## src/rtl/vsrt_pkg.sv

```systemverilog
`timescale 1ns / 1ps
// ----------------------------------------------------------------------------
// vsrt_pkg: shared definitions for the vertex scale/rotate/translate pipeline
// Register map, fixed-point formats and reset values used by every stage.
// ----------------------------------------------------------------------------
package vsrt_pkg;

    localparam int DEF_POS_WIDTH    = 32;
    localparam int DEF_NORMAL_WIDTH = 16;

    // Coefficient formats: scale factors are Q8.8, cosine and sine are Q2.14.
    localparam int COEF_W     = 16;
    localparam int SCALE_FRAC = 8;
    localparam int ROT_FRAC   = 14;

    // Register file geometry.
    localparam int CFG_ADDR_W  = 3;
    localparam int CFG_DATA_W  = 48;
    localparam int SCALE_W     = 48;
    localparam int TR_W        = 32;
    localparam int ROT_CS_W    = 32;

    localparam logic [SCALE_W-1:0]  SCALE_RESET  = 48'h0100_0100_0100;
    localparam logic [TR_W-1:0]     TR_RESET     = '0;
    localparam logic [ROT_CS_W-1:0] ROT_CS_RESET = 32'h4000_0000;

    typedef enum logic [CFG_ADDR_W-1:0] {
        REG_SCALE_XYZ = 3'd0,
        REG_TRANS_X   = 3'd1,
        REG_TRANS_Y   = 3'd2,
        REG_TRANS_Z   = 3'd3,
        REG_ROT_X     = 3'd4,
        REG_ROT_Y     = 3'd5,
        REG_ROT_Z     = 3'd6
    } cfg_reg_t;

endpackage

```

## src/rtl/vsrt_scale.sv

```systemverilog
`timescale 1ns / 1ps
// ----------------------------------------------------------------------------
// vsrt_scale: per-axis position scaling
// Two stages: signed multiply by the Q8.8 factor, then floor shift and
// saturation. The normal is carried alongside unchanged.
// ----------------------------------------------------------------------------
module vsrt_scale
    import vsrt_pkg::*;
#(
    parameter int POS_WIDTH    = DEF_POS_WIDTH,
    parameter int NORMAL_WIDTH = DEF_NORMAL_WIDTH
) (
    input  logic                           aclk,
    input  logic                           aresetn,
    input  logic                           in_valid,
    output logic                           in_ready,
    input  logic signed [POS_WIDTH-1:0]    in_pos [3],
    input  logic signed [NORMAL_WIDTH-1:0] in_norm [3],
    input  logic [SCALE_W-1:0]             scale_xyz,
    output logic                           out_valid,
    input  logic                           out_ready,
    output logic signed [POS_WIDTH-1:0]    out_pos [3],
    output logic signed [NORMAL_WIDTH-1:0] out_norm [3]
);

    localparam int PROD_W = POS_WIDTH + COEF_W;
    localparam int SH_W   = PROD_W - SCALE_FRAC;
    localparam logic signed [SH_W-1:0] SAT_HI =
        {{(SH_W - POS_WIDTH + 1){1'b0}}, {(POS_WIDTH - 1){1'b1}}};
    localparam logic signed [SH_W-1:0] SAT_LO = ~SAT_HI;

    function automatic logic signed [POS_WIDTH-1:0] sat_pos(
        input logic signed [SH_W-1:0] v
    );
        if (v > SAT_HI) begin
            return SAT_HI[POS_WIDTH-1:0];
        end else if (v < SAT_LO) begin
            return SAT_LO[POS_WIDTH-1:0];
        end else begin
            return v[POS_WIDTH-1:0];
        end
    endfunction

    logic                           va_reg;
    logic                           vb_reg;
    logic                           en_a;
    logic                           en_b;
    logic signed [COEF_W-1:0]       sc [3];
    logic signed [PROD_W-1:0]       prod_reg [3];
    logic signed [NORMAL_WIDTH-1:0] norm_a_reg [3];
    logic signed [POS_WIDTH-1:0]    pos_b_next [3];
    logic signed [POS_WIDTH-1:0]    pos_b_reg [3];
    logic signed [NORMAL_WIDTH-1:0] norm_b_reg [3];

    assign sc[0] = $signed(scale_xyz[3*COEF_W-1:2*COEF_W]);
    assign sc[1] = $signed(scale_xyz[2*COEF_W-1:COEF_W]);
    assign sc[2] = $signed(scale_xyz[COEF_W-1:0]);

    assign en_b     = ~vb_reg | out_ready;
    assign en_a     = ~va_reg | en_b;
    assign in_ready = en_a;

    always_ff @(posedge aclk) begin
        if (!aresetn) begin
            va_reg <= 1'b0;
            vb_reg <= 1'b0;
        end else begin
            if (en_a) begin
                va_reg <= in_valid;
            end
            if (en_b) begin
                vb_reg <= va_reg;
            end
        end
    end

    always_comb begin
        for (int k = 0; k < 3; k++) begin
            pos_b_next[k] = sat_pos(prod_reg[k][PROD_W-1:SCALE_FRAC]);
        end
    end

    always_ff @(posedge aclk) begin
        if (en_a) begin
            for (int k = 0; k < 3; k++) begin
                prod_reg[k] <= PROD_W'(in_pos[k]) * PROD_W'(sc[k]);
            end
            norm_a_reg <= in_norm;
        end
        if (en_b) begin
            pos_b_reg  <= pos_b_next;
            norm_b_reg <= norm_a_reg;
        end
    end

    assign out_valid = vb_reg;
    assign out_pos   = pos_b_reg;
    assign out_norm  = norm_b_reg;

endmodule

```

## config.mk

```make
export PLATFORM = sky130hd
export DESIGN_NAME = vsrt_scale
export DESIGN_NICKNAME = d
export VERILOG_FILES = /design/src/rtl/vsrt_pkg.sv /design/src/rtl/vsrt_scale.sv
export SDC_FILE = /design/constraint.sdc
export NUM_CORES = 2
export LEC_CHECK = 0
export BUFFER_PORTS_ARGS = -buffer_cell sky130_fd_sc_hd__clkbuf_2
export CAP_MARGIN = 20
export CORE_ASPECT_RATIO = 1.1
export CORE_MARGIN = 3
export CORE_UTILIZATION = 65
export CTS_BUF_LIST = sky130_fd_sc_hd__clkbuf_4
export CTS_CLUSTER_SIZE = 28
export DETAILED_ROUTE_END_ITERATION = 7
export PLACE_DENSITY_LB_ADDON = 0.15
export SKIP_LAST_GASP = 1
export SYNTH_ARGS = -nofsm -noshare
export SYNTH_HDL_FRONTEND = slang
export SYNTH_SLANG_ARGS = --single-unit
```

## constraint.sdc

```tcl
create_clock -name aclk -period 7.78 [get_ports aclk]
set_input_delay 1.167 -clock aclk [delete_from_list [all_inputs] [get_ports aclk]]
set_output_delay 1.167 -clock aclk [all_outputs]
set_load 0.02 [all_outputs]
```

==> summary.txt <==
Global route
  – Overall routing resource usage: 32.1%
  – Final global-route overflow total: 0
  – Number of global-route vias before repair: 48900
  – Initial antenna violation count: 11
  – Global-route wire length before repair: 252 mm
  – Pin count of the biggest net entering global routing: 84

Floorplan
  – CORE AREA: 94800 sq um
  – Chip height: 331 um
  – Die ar.: 99900 sq um
  – Rows: 118
  – I/O pin cnt: 342
  – Initial core utilization: 66.0%
  – Die X: 302 um

Yosys
  – #FFs+latches synth: 314
  – Synthesized area per cell: 9.84 sq um
  – Ys Warns: 0
  – Synth area leaders: fa_1 47%, edfxtp_1 15%, inv_1 9.9%
  – Syn Nets: 8335
  – Ys flop type: edfxtp_1
  – Synth Cell Area: 62500 sq um
  – Post-synthesis cell count: 6351
  – Distinct cells, synth: 69
  – Number of flops mapped to enable cells by yosys: 312
  – Dominant cell type by area after synthesis: fa_1
  – Seq/Total Area, Yosys: 15.0%
  – Top-area cell type share of the netlist area: 46.6%
  – Post-synth ARST share: 0%

Run status
  – Status: completed

Clock tree
  – H-Tree Depth: 3
  – Clock net sink count: 314
  – Num CTS Buffers: 84
  – Cts repair resizes: 0
  – CTS tree: built
  – Hold buffer count at cts: 0
  – Clk buf depth: 3
  – Clk_lat worst skew: 890 ps
  – Root Buffer: clkbuf_4
  – Setup Buffers After CTS: 0
  – CTS clk-pin slew, worst paths: 70 ps

Placement
  – GPL Wtd Cong: 0.946
  – I/O Buffers: 341
  – DP HPWL: 124 mm

STA
  – Fin Clk Skew: 96.9 ps
  – Max Freq: 0.142 GHz
  – Worst Tran Pin Value: 917 ps
  – Max Transition Viols Final: 0
  – Worst slew margin: 38.9%
  – RSZ-0062 raised after global routing: false
  – Setup TNS: 0 ps
  – Final Setup Violations: 0
  – Final count of hold timing violations: 0
  – Period utilization: 90.5%
  – Final min period: 7040 ps

Critical path
  – CP max FO: 13
  – Critical Path AT: 7590 ps
  – Worst setup SP type: input port
  – Crit Path Class: in -> reg
  – Required @ worst endpoint: 8330 ps
  – Critical path capture point type: register

Cells and area
  – Most frequent cells in the layout: 1653 x inv_1, 1455 x fa_1, 883 x nand2_1
  – Final net count: 8702
  – Layout cells sized above 1: 10.7%
  – Area Overhead vs Synth: 8.15%
  – Max reg flops: 120
  – Multi-input gate area: 46000 sq um
  – Filler Cell Count: 7175
  – Storage cell area: 9410 sq um
  – Most common cell after layout, fill and taps aside: inv_1

Drt
  – Vias per std cell: 5.49
  – Drt total wl: 150 mm
  – First-iteration detailed-routing DRC count: 2908
  – First-pass DRT Iterations: 6
  – DRC Markers: 0
  – Final ANT Viol Nets: 0
  – Vias: 44200
  – DR WL/cell: 18.7 um

Run
  – Max Cap Viol: 0

Min path
  – Worst Hold Class: reg -> reg
-- logic make-up (layout without fill, tap and decap cells) --
logic type      count (synthesis)  after routing  share of synthesized area, %
compound gates                413            413                          4.51
xor+xnor                      136            136                          1.91
fa+ha+maj                    1788           1788                          53.3
buf+inv                      1919           2344                          11.5
flops                         314            314                          15.0
mux                             1              1                        0.0160
other cells                     0             14                             0
simple gates                 1780           1780                          13.7
-- through the flow --
step / cell area (sq um) / setup slack [ps] / std cells / hold WS [ps] / util (%)
5_1_grt: 67600 / 556 / 8044 / 351 / 71.3
2_1_floorplan: 62500 / 646 / 6351 / 400 / -
3_5_place_dp: 66500 / -36.6 / 7892 / 405 / 70.1
3_3_place_gp: 66500 / 9.35 / 7892 / 400 / 70.1
6_report: 67600 / 737 / 8050 / 354 / 71.3
4_1_cts: 67600 / 838 / 8036 / 354 / 71.3
-- critical path: stages --
cell and delay, ps:
clkbuf_2 450, buf_4 300, nand2_1 90, fa_1 480
fa_1 550, fa_1 530, inv_1 60, fa_1 530
fa_1 510, inv_1 50, fa_1 490, inv_1 50
ha_1 370, nand4_1 220, o21ai_0 270, nor2_1 90
o2111a_1 150, a211oi_1 260, buf_4 200, o21ai_0 130
a21oi_1 310, a221oi_1 170, xnor2_1 160
-- path summary, 6_finish.rpt --
check / to / depth (start not counted) / slack [ps] / from
setup / recovery: prod_reg[0][89] / 23 / 740 / scale_xyz[19]
hold / removal: out_norm[36] / 0 / 350 / norm_a_reg[36]
setup reg to reg: prod_reg[0][35] / 4 / 5080 / out_valid
hold reg to reg: out_norm[36] / 0 / 350 / norm_a_reg[36]
-- layer usage --
metal,global-route usage [%],share of wire (%),up-vias
met2,53.7,50,1816
met1,42.1,38,22600
met5,0,0.018,-
met3,5.95,8.2,392
li1,-,-,19400
met4,11.7,4.3,4
-- Yosys cell counts (all sizes together), types with 4 or more instances --
| cell | n |
|---|---|
| inv | 1657 |
| edfxtp | 312 |
| nor2 | 129 |
| a211oi | 8 |
| xnor2 | 95 |
| and2 | 613 |
| nand2b | 22 |
| nor4 | 7 |
| o31ai | 5 |
| o22ai | 5 |
| a21boi | 4 |
| nor3 | 23 |
| ha | 333 |
| and4 | 5 |
| buf | 7 |
| a2111oi | 4 |
| nor3b | 4 |
| a21oi | 111 |
| a221o | 5 |
| o21bai | 19 |
| and3 | 16 |
| fa | 1455 |
| o21ai | 51 |
| nor2b | 12 |
| nand2 | 884 |
| nand3 | 24 |
| xor2 | 41 |
| or3 | 6 |
| a21o | 148 |
| clkbuf | 255 |
| nand4 | 26 |
| a31oi | 19 |
| o21a | 15 |
-- layout make-up --
class,instances,share of cell area [%]
tap,1260,2.33
multi-input combinational,4118,68.0
timing repair buffer,543,4.88
clock inverter,26,0.346
antenna,14,0.0518
inverter,1657,9.21
clock buffer,118,1.31
sequential,314,13.9
Power is left out: the tool's default activity adds up to more than one toggle a clock period on the data nets, which glitch-free logic cannot reach.
