$ cat src/rtl/vsrt_pkg.sv
`timescale 1ns / 1ps
// ----------------------------------------------------------------------------
// vsrt_pkg: shared definitions for the vertex scale/rotate/translate pipeline
// Register map, fixed-point formats and reset values used by every stage.
// ----------------------------------------------------------------------------
package vsrt_pkg;

    localparam int DEF_POS_WIDTH    = 32;
    localparam int DEF_NORMAL_WIDTH = 16;

    // Coefficient formats: scale factors are Q8.8, cosine and sine are Q2.14.
    localparam int COEF_W     = 16;
    localparam int SCALE_FRAC = 8;
    localparam int ROT_FRAC   = 14;

    // Register file geometry.
    localparam int CFG_ADDR_W  = 3;
    localparam int CFG_DATA_W  = 48;
    localparam int SCALE_W     = 48;
    localparam int TR_W        = 32;
    localparam int ROT_CS_W    = 32;

    localparam logic [SCALE_W-1:0]  SCALE_RESET  = 48'h0100_0100_0100;
    localparam logic [TR_W-1:0]     TR_RESET     = '0;
    localparam logic [ROT_CS_W-1:0] ROT_CS_RESET = 32'h4000_0000;

    typedef enum logic [CFG_ADDR_W-1:0] {
        REG_SCALE_XYZ = 3'd0,
        REG_TRANS_X   = 3'd1,
        REG_TRANS_Y   = 3'd2,
        REG_TRANS_Z   = 3'd3,
        REG_ROT_X     = 3'd4,
        REG_ROT_Y     = 3'd5,
        REG_ROT_Z     = 3'd6
    } cfg_reg_t;

endpackage

$ cat src/rtl/vsrt_translate.sv
`timescale 1ns / 1ps
// ----------------------------------------------------------------------------
// vsrt_translate: translation and output register
// Adds the Q16.16 offsets to the position with saturation; this stage is
// the block's output register.
// ----------------------------------------------------------------------------
module vsrt_translate
    import vsrt_pkg::*;
#(
    parameter int POS_WIDTH    = DEF_POS_WIDTH,
    parameter int NORMAL_WIDTH = DEF_NORMAL_WIDTH
) (
    input  logic                           aclk,
    input  logic                           aresetn,
    input  logic                           in_valid,
    output logic                           in_ready,
    input  logic signed [POS_WIDTH-1:0]    in_pos [3],
    input  logic signed [NORMAL_WIDTH-1:0] in_norm [3],
    input  logic signed [TR_W-1:0]         offset [3],
    output logic                           out_valid,
    input  logic                           out_ready,
    output logic signed [POS_WIDTH-1:0]    out_pos [3],
    output logic signed [NORMAL_WIDTH-1:0] out_norm [3]
);

    localparam int SUM_W = ((POS_WIDTH > TR_W) ? POS_WIDTH : TR_W) + 1;
    localparam logic signed [SUM_W-1:0] SAT_HI =
        {{(SUM_W - POS_WIDTH + 1){1'b0}}, {(POS_WIDTH - 1){1'b1}}};
    localparam logic signed [SUM_W-1:0] SAT_LO = ~SAT_HI;

    logic                           vo_reg;
    logic                           en;
    logic signed [SUM_W-1:0]        sum [3];
    logic signed [POS_WIDTH-1:0]    pos_next [3];
    logic signed [POS_WIDTH-1:0]    pos_reg [3];
    logic signed [NORMAL_WIDTH-1:0] norm_reg [3];

    assign en       = ~vo_reg | out_ready;
    assign in_ready = en;

    always_ff @(posedge aclk) begin
        if (!aresetn) begin
            vo_reg <= 1'b0;
        end else if (en) begin
            vo_reg <= in_valid;
        end
    end

    always_comb begin
        for (int k = 0; k < 3; k++) begin
            sum[k] = SUM_W'(in_pos[k]) + SUM_W'(offset[k]);
            if (sum[k] > SAT_HI) begin
                pos_next[k] = SAT_HI[POS_WIDTH-1:0];
            end else if (sum[k] < SAT_LO) begin
                pos_next[k] = SAT_LO[POS_WIDTH-1:0];
            end else begin
                pos_next[k] = sum[k][POS_WIDTH-1:0];
            end
        end
    end

    always_ff @(posedge aclk) begin
        if (en) begin
            pos_reg  <= pos_next;
            norm_reg <= in_norm;
        end
    end

    assign out_valid = vo_reg;
    assign out_pos   = pos_reg;
    assign out_norm  = norm_reg;

endmodule

$ cat config.mk
export PLATFORM = sky130hd
export DESIGN_NAME = vsrt_translate
export DESIGN_NICKNAME = d
export VERILOG_FILES = /design/src/rtl/vsrt_pkg.sv /design/src/rtl/vsrt_translate.sv
export SDC_FILE = /design/constraint.sdc
export NUM_CORES = 1
export LEC_CHECK = 0
export ABC_AREA = 0
export BUFFER_PORTS_ARGS = -buffer_cell sky130_fd_sc_hd__buf_2
export CAP_MARGIN = 20
export CORE_ASPECT_RATIO = 0.8
export CORE_MARGIN = 8
export CORE_UTILIZATION = 30
export CTS_CLUSTER_DIAMETER = 120
export CTS_CLUSTER_SIZE = 24
export DETAILED_ROUTE_END_ITERATION = 10
export HOLD_SLACK_MARGIN = 0.15
export SYNTH_ARGS = -nofsm -noshare
export SYNTH_HDL_FRONTEND = slang
export SYNTH_SLANG_ARGS = --single-unit
$ cat constraint.sdc
create_clock -name aclk -period 8.9 [get_ports aclk]
set_input_delay 1.335 -clock aclk [delete_from_list [all_inputs] [get_ports aclk]]
set_output_delay 1.335 -clock aclk [all_outputs]
set_load 0.01 [all_outputs]
==> impl_metrics.ini, run 1 <==
[status]
outcome = finished clean

[clock_tree]
cts_hold_buf = 0
cts_resized = 0
postCtsSetupRepairBufs = 0
numClockSinks = 145
insertion_delay_ns = 0.42
cts-htree-levels = 4
cts_tree = done
clock_path_buffers = 2
cts_buffers = 17
root_buffer = clkbuf_16
clk_pin_slew_ns = 0.07

[logic_synthesis]
ys_async_sr_fraction = 0
syn-num-nets = 1349
synth_top_cell_by_area = edfxtp_1
synthFlopType = edfxtp_1
synth_cell_type_count = 72
synth_top_cells_by_count = edfxtp_1, a21oi_1, ha_1
ys_ff_latch = 145
synthCells = 1006
yosysWarnings = 0
synthMostInstantiatedCell = edfxtp_1
postSynthAreaPerCell_sq_um = 10.3
yosysTopAreaCellShare = 0.419
synthesis.area_sq_um = 10300
synth-edff-count = 144
yosysSeqAreaShare = 0.421
ys_top_cells_by_area = edfxtp_1, ha_1, a21oi_1

[timing]
worst_pin_slew_ns = 1.08
max_freq_mhz = 223
period_needed_ns = 4.49
hold_violations = 0
period_share = 0.504
slew_violations = 0
rsz0062_at_grt = no
tns_ns = 0
slew-limit-headroom = 0.279
finalSetupViolations = 0
timing.final.ws_setup_ns = 4.41
skew_ns = 0.0107

[grt]
gr-total-overflow = 0
grt_pass1_vias = 9335
grt_max_degree = 80
antenna_found_initial = 3
grt_pass1_wl_um = 53700
track_usage = 0.165

[power]
power.internal_mw = 1.71
power_frac_clock = 0.285
p_leak_nw = 5.84
power.density_nw_per_um2 = 195
seqPwrFrac = 0.374
vdd_drop_max_mv = 0.108
p_sw_uw = 888
netSwitchingFraction = 0.342
pwr-share-comb = 0.341

[layout]
post_route_cells_drive_above_1_share = 0.328
multi_input_area_sq_um = 5700
nFillCells = 3359
final_nets = 1726
ff_latch_area_sq_um = 4340
syn_to_final_growth_pct = 28.9

[routing]
via_per_inst = 5.14
drt_pass1_iterations = 5
remaining_drc_errors = 0
wl_um = 35100
vias = 9410
ant_nets = 0
drtIter0Drc = 631
post_drt_wl_per_cell_um = 19.2

[setup_path]
cp.required_ns = 9.04
arrival_ns = 4.63
cp_slowest_cell = nor2_4
crit_type = in2reg
critical_path.max_stage_delay_ns = 0.57
path_max_fanout = 27
cp-start-kind = input port
crit_family = simple AND/OR/NAND/NOR gates
path_buf_inv = 2
worstSetupEndpointType = flop
crit_chain = buf_2, ha_1, or3_1, or2_2, o22ai_1, o21ai_1, a21o_1, nand2_1, o41ai_2, buf_4, nor2_4, o21ai_0

[floorplanning]
start_util = 0.306
die-height_um = 182
die_area_sq_um = 40600
ios = 390
fp.coreArea_sq_um = 33800
fp.dieW_um = 223
placementRows = 60

[worst_hold_path]
hp-class = in2reg

[place]
dp_slack_ns = 3.95
portBuffers = 389
dp_hpwl_um = 28400
routabilityCongestion = 0.901

[run]
maxCapViolCount = 0
==> kinds of logic (layout without fill, tap and decap cells) <==
kind of cell	after synthesis	after routing	share of synthesized area
buf+inv	72	462	0.0301
fa+ha+maj	134	134	0.156
other cells	0	1	0
compound gates	352	352	0.214
flops	145	145	0.421
mux	2	2	0.00206
simple gates	220	220	0.106
xor+xnor	81	81	0.0706
==> worst reg2reg max path: stages (launching register included) <==
cell	delay, ns
dfxtp_1	0.33
nand2b_4	0.70
buf_4	1.00
==> power by group through the flow <==
stage                     registers (mW)  clock network [mW]  logic, mW
after detailed placement           0.988                   0      0.889
after floorplan                     1.06                   0      0.457
after global routing               0.984               0.792      0.966
after global placement             0.983                   0      0.885
final                              0.971               0.741      0.885
after CTS                          0.974               0.765      0.893
==> layer usage <==
| layer | wire (um) | share of wire | vias up | global-route usage |
|---|---|---|---|---|
| met4 | 414 | 0.012 | 0 | 0.0371 |
| li1 | - | - | 4568 | - |
| met1 | 15500 | 0.44 | 4527 | 0.210 |
| met3 | 1740 | 0.050 | 23 | 0.0282 |
| met2 | 17400 | 0.50 | 292 | 0.287 |
| met5 | 0 | 0 | - | 0 |
==> placed cells by master, fill, tap and decap left out, types with 17 or more instances in the layout <==
cell type,instances
xnor2_1,37
ha_1,96
nor2_1,47
buf_2,389
xor2_1,42
a21o_1,33
clkbuf_16,17
nand3_1,20
nand2_1,67
o21ai_0,69
maj3_1,35
a21oi_1,128
inv_1,35
edfxtp_1,144
==> flip-flops by register name, summed over array words and instances, names as in the netlist <==
signal,flops
out_pos,96
out_valid,1
out_norm,48
==> final timing paths <==
| check | cells past startpoint | end | slack [ns] | startpoint |
|---|---|---|---|---|
| min | 1 | out_norm[22] | 1.09 | in_norm[22] |
| min reg2reg | 1 | out_pos[12] | 1.23 | out_valid |
| max | 12 | out_pos[72] | 4.41 | offset[70] |
| max reg2reg | 2 | out_pos[38] | 6.38 | out_valid |
==> metrics by stage <==
stage | utilization | cell area (sq um) | total power, mW | instances | hold WS [ns]
4_1_cts | 0.394 | 13300 | 2.63 | 1830 | 1.05
3_5_place_dp | 0.376 | 12700 | 1.88 | 1798 | 1.28
3_3_place_gp | 0.376 | 12700 | 1.87 | 1798 | 1.27
5_1_grt | 0.394 | 13300 | 2.74 | 1831 | 1.05
2_1_floorplan | - | 10300 | 1.52 | 1006 | 1.43
6_report | 0.394 | 13300 | 2.60 | 1831 | 1.09
==> layout make-up <==
| type | instances | area share |
|---|---|---|
| multi-input cells | 789 | 0.429 |
| flip-flops and latches | 145 | 0.327 |
| repair buffers | 395 | 0.150 |
| well taps | 434 | 0.0408 |
| clock buffers | 19 | 0.0325 |
| clock inverters | 13 | 0.0113 |
| inverters | 35 | 0.00988 |
| diodes | 1 | 0.000188 |
Power figures use the tool's default switching activity.
==> run 2, diff against run 1 <==
clock period = 4.03 ns   (was 8.9 ns; I/O delays follow)
==> run 2 against run 1 <==
  * Global-route usage is 0.34 points higher
  * Sequential share of layout area is 0.41 points lower
  * Die area is the same
  * Non-clock buffer count increased by 18
  * Worst setup slack lost 4.0 ns
  * Power up 120%
  * Combinational power rose by 130%
  * First-iteration DRC count down 14%
  * Final area grew 1.3%
  * Largest cell class unchanged
  * Highest routed layer unchanged
==> impl_metrics.ini, run 2 (synthesis results as in run 1) <==
[layout]
syn_to_final_growth_pct = 30.5
final_common_cell = buf_2
final_cell_mix = buf_2, edfxtp_1, a21oi_1, ha_1, o21ai_0
largest_reg_flops = 96
nFillCells = 3404
final_nets = 1744
postLayoutCoreUtil = 0.399
post_route_cells_drive_above_1_share = 0.337

[routing]
post_drt_wl_per_cell_um = 19.2
wl_um = 35400
ant_nets = 0
vias = 9462
remaining_drc_errors = 0
drtIter0Drc = 545
drt_pass1_iterations = 7
via_per_inst = 5.12

[grt]
track_usage = 0.168
grt_max_degree = 66
antenna_found_initial = 7
grt_pass1_wl_um = 54800
gr-total-overflow = 0
grt_pass1_vias = 9414

[setup_path]
crit_chain = buf_2, ha_1, nand2_1, or4_1, nor3b_1, and3b_1, or3_4, a21oi_4, xor2_4, nor2_4, o21ai_0
cp_slowest_cell = nor2_4
worstSetupEndpointType = flop
path_max_fanout = 27
critical_path.max_stage_delay_ns = 0.64
arrival_ns = 3.71
cp-start-kind = input port
crit_type = in2reg
cp.required_ns = 4.15

[timing]
period_share = 0.890
worst_pin_slew_ns = 0.776
slew_violations = 0
max_freq_mhz = 279
rsz0062_at_grt = no
slew-limit-headroom = 0.481
period_needed_ns = 3.59
finalSetupViolations = 0
skew_ns = 0.00947
hold_violations = 0
tns_ns = 0

[power]
netSwitchingFraction = 0.338
power.internal_mw = 3.80
power_frac_clock = 0.278
power.density_nw_per_um2 = 426
p_sw_mw = 1.94
vdd_drop_max_mv = 0.247
seqPwrFrac = 0.373
p_leak_nw = 5.94
pwr-share-comb = 0.349

[worst_hold_path]
hp-class = in2reg

[floorplanning]
ios = 390
fp.dieW_um = 223
placementRows = 60
start_util = 0.306
fp.coreArea_sq_um = 33800
die-height_um = 182
die_area_sq_um = 40600

[clock_tree]
cts_resized = 0
cts_buffers = 17
numClockSinks = 145
insertion_delay_ns = 0.42
cts-htree-levels = 4
clock_path_buffers = 2
root_buffer = clkbuf_16
clk_pin_slew_ns = 0.07
cts_tree = done
postCtsSetupRepairBufs = 0
cts_hold_buf = 0

[status]
outcome = finished clean

[place]
portBuffers = 389
dp_hpwl_um = 28800
routabilityCongestion = 0.886

[run]
maxCapViolCount = 0
-- run 2: cell types whose count changed in the layout (fill, tap and decap cells not counted), sizes merged --
| cell | delta |
|---|---|
| buf | +18 |
| clkbuf | -1 |
| clkinv | +1 |
| inv | -2 |
-- run 2: power by group through the flow --
| stage | sequential (mW) | clock, mW | combinational [mW] |
|---|---|---|---|
| final | 2.14 | 1.60 | 2.00 |
| after global routing | 2.17 | 1.71 | 2.19 |
| after CTS | 2.15 | 1.65 | 2.02 |
| after detailed placement | 2.18 | 0 | 2.01 |
| after global placement | 2.17 | 0 | 2.00 |
| after floorplan | 2.34 | 0 | 1.01 |
-- run 2: final timing paths --
check                           slack [ns]  cells past startpoint   startpoint            to
worst max-delay path                  0.44                     11   offset[78]   out_pos[72]
worst min-delay path                  0.36                      1  in_norm[33]  out_norm[33]
worst max register to register        2.25                      2    out_valid   out_pos[70]
worst min register to register        0.90                      1    out_valid   out_pos[63]
-- run 2: per-stage QoR --
stage | std cells | power, mW | hold slack, ns | worst slack [ns] | instance area, sq um
detailed placement | 1816 | 4.19 | 0.783 | 0.0254 | 12900
global placement | 1816 | 4.17 | 0.782 | 0.149 | 12900
floorplan | 1006 | 3.35 | 0.703 | 0.493 | 10300
CTS | 1846 | 5.82 | 0.329 | 0.471 | 13500
global route | 1847 | 6.07 | 0.329 | 0.265 | 13500
finish | 1847 | 5.74 | 0.358 | 0.441 | 13500
-- run 2: layer usage --
metal,up-vias,part of all wire,GRT usage
met5,-,0,0
met4,0,0.020,0.0484
met3,49,0.053,0.0298
met2,312,0.48,0.280
met1,4487,0.45,0.221
li1,4614,-,-
-- run 2: area by class of cell --
class	count	area (sq um)	share of cell area
Sequential cell	145	4340	0.323
Clock buffer	18	429	0.0319
Clock inverter	12	136	0.0101
Multi-Input combinational cell	789	5700	0.424
Timing Repair Buffer	413	2180	0.162
Antenna cell	1	2.50	0.000186
Inverter	35	131	0.00975
Tap cell	434	543	0.0403
-- run 2: critical path: cells and delay by family --
family          cells  cell delay, ns
simple gates        6            2.10
xor+xnor            1            0.13
fa+ha+maj           1            0.37
compound gates      2            0.41
buf+inv             1            0.10
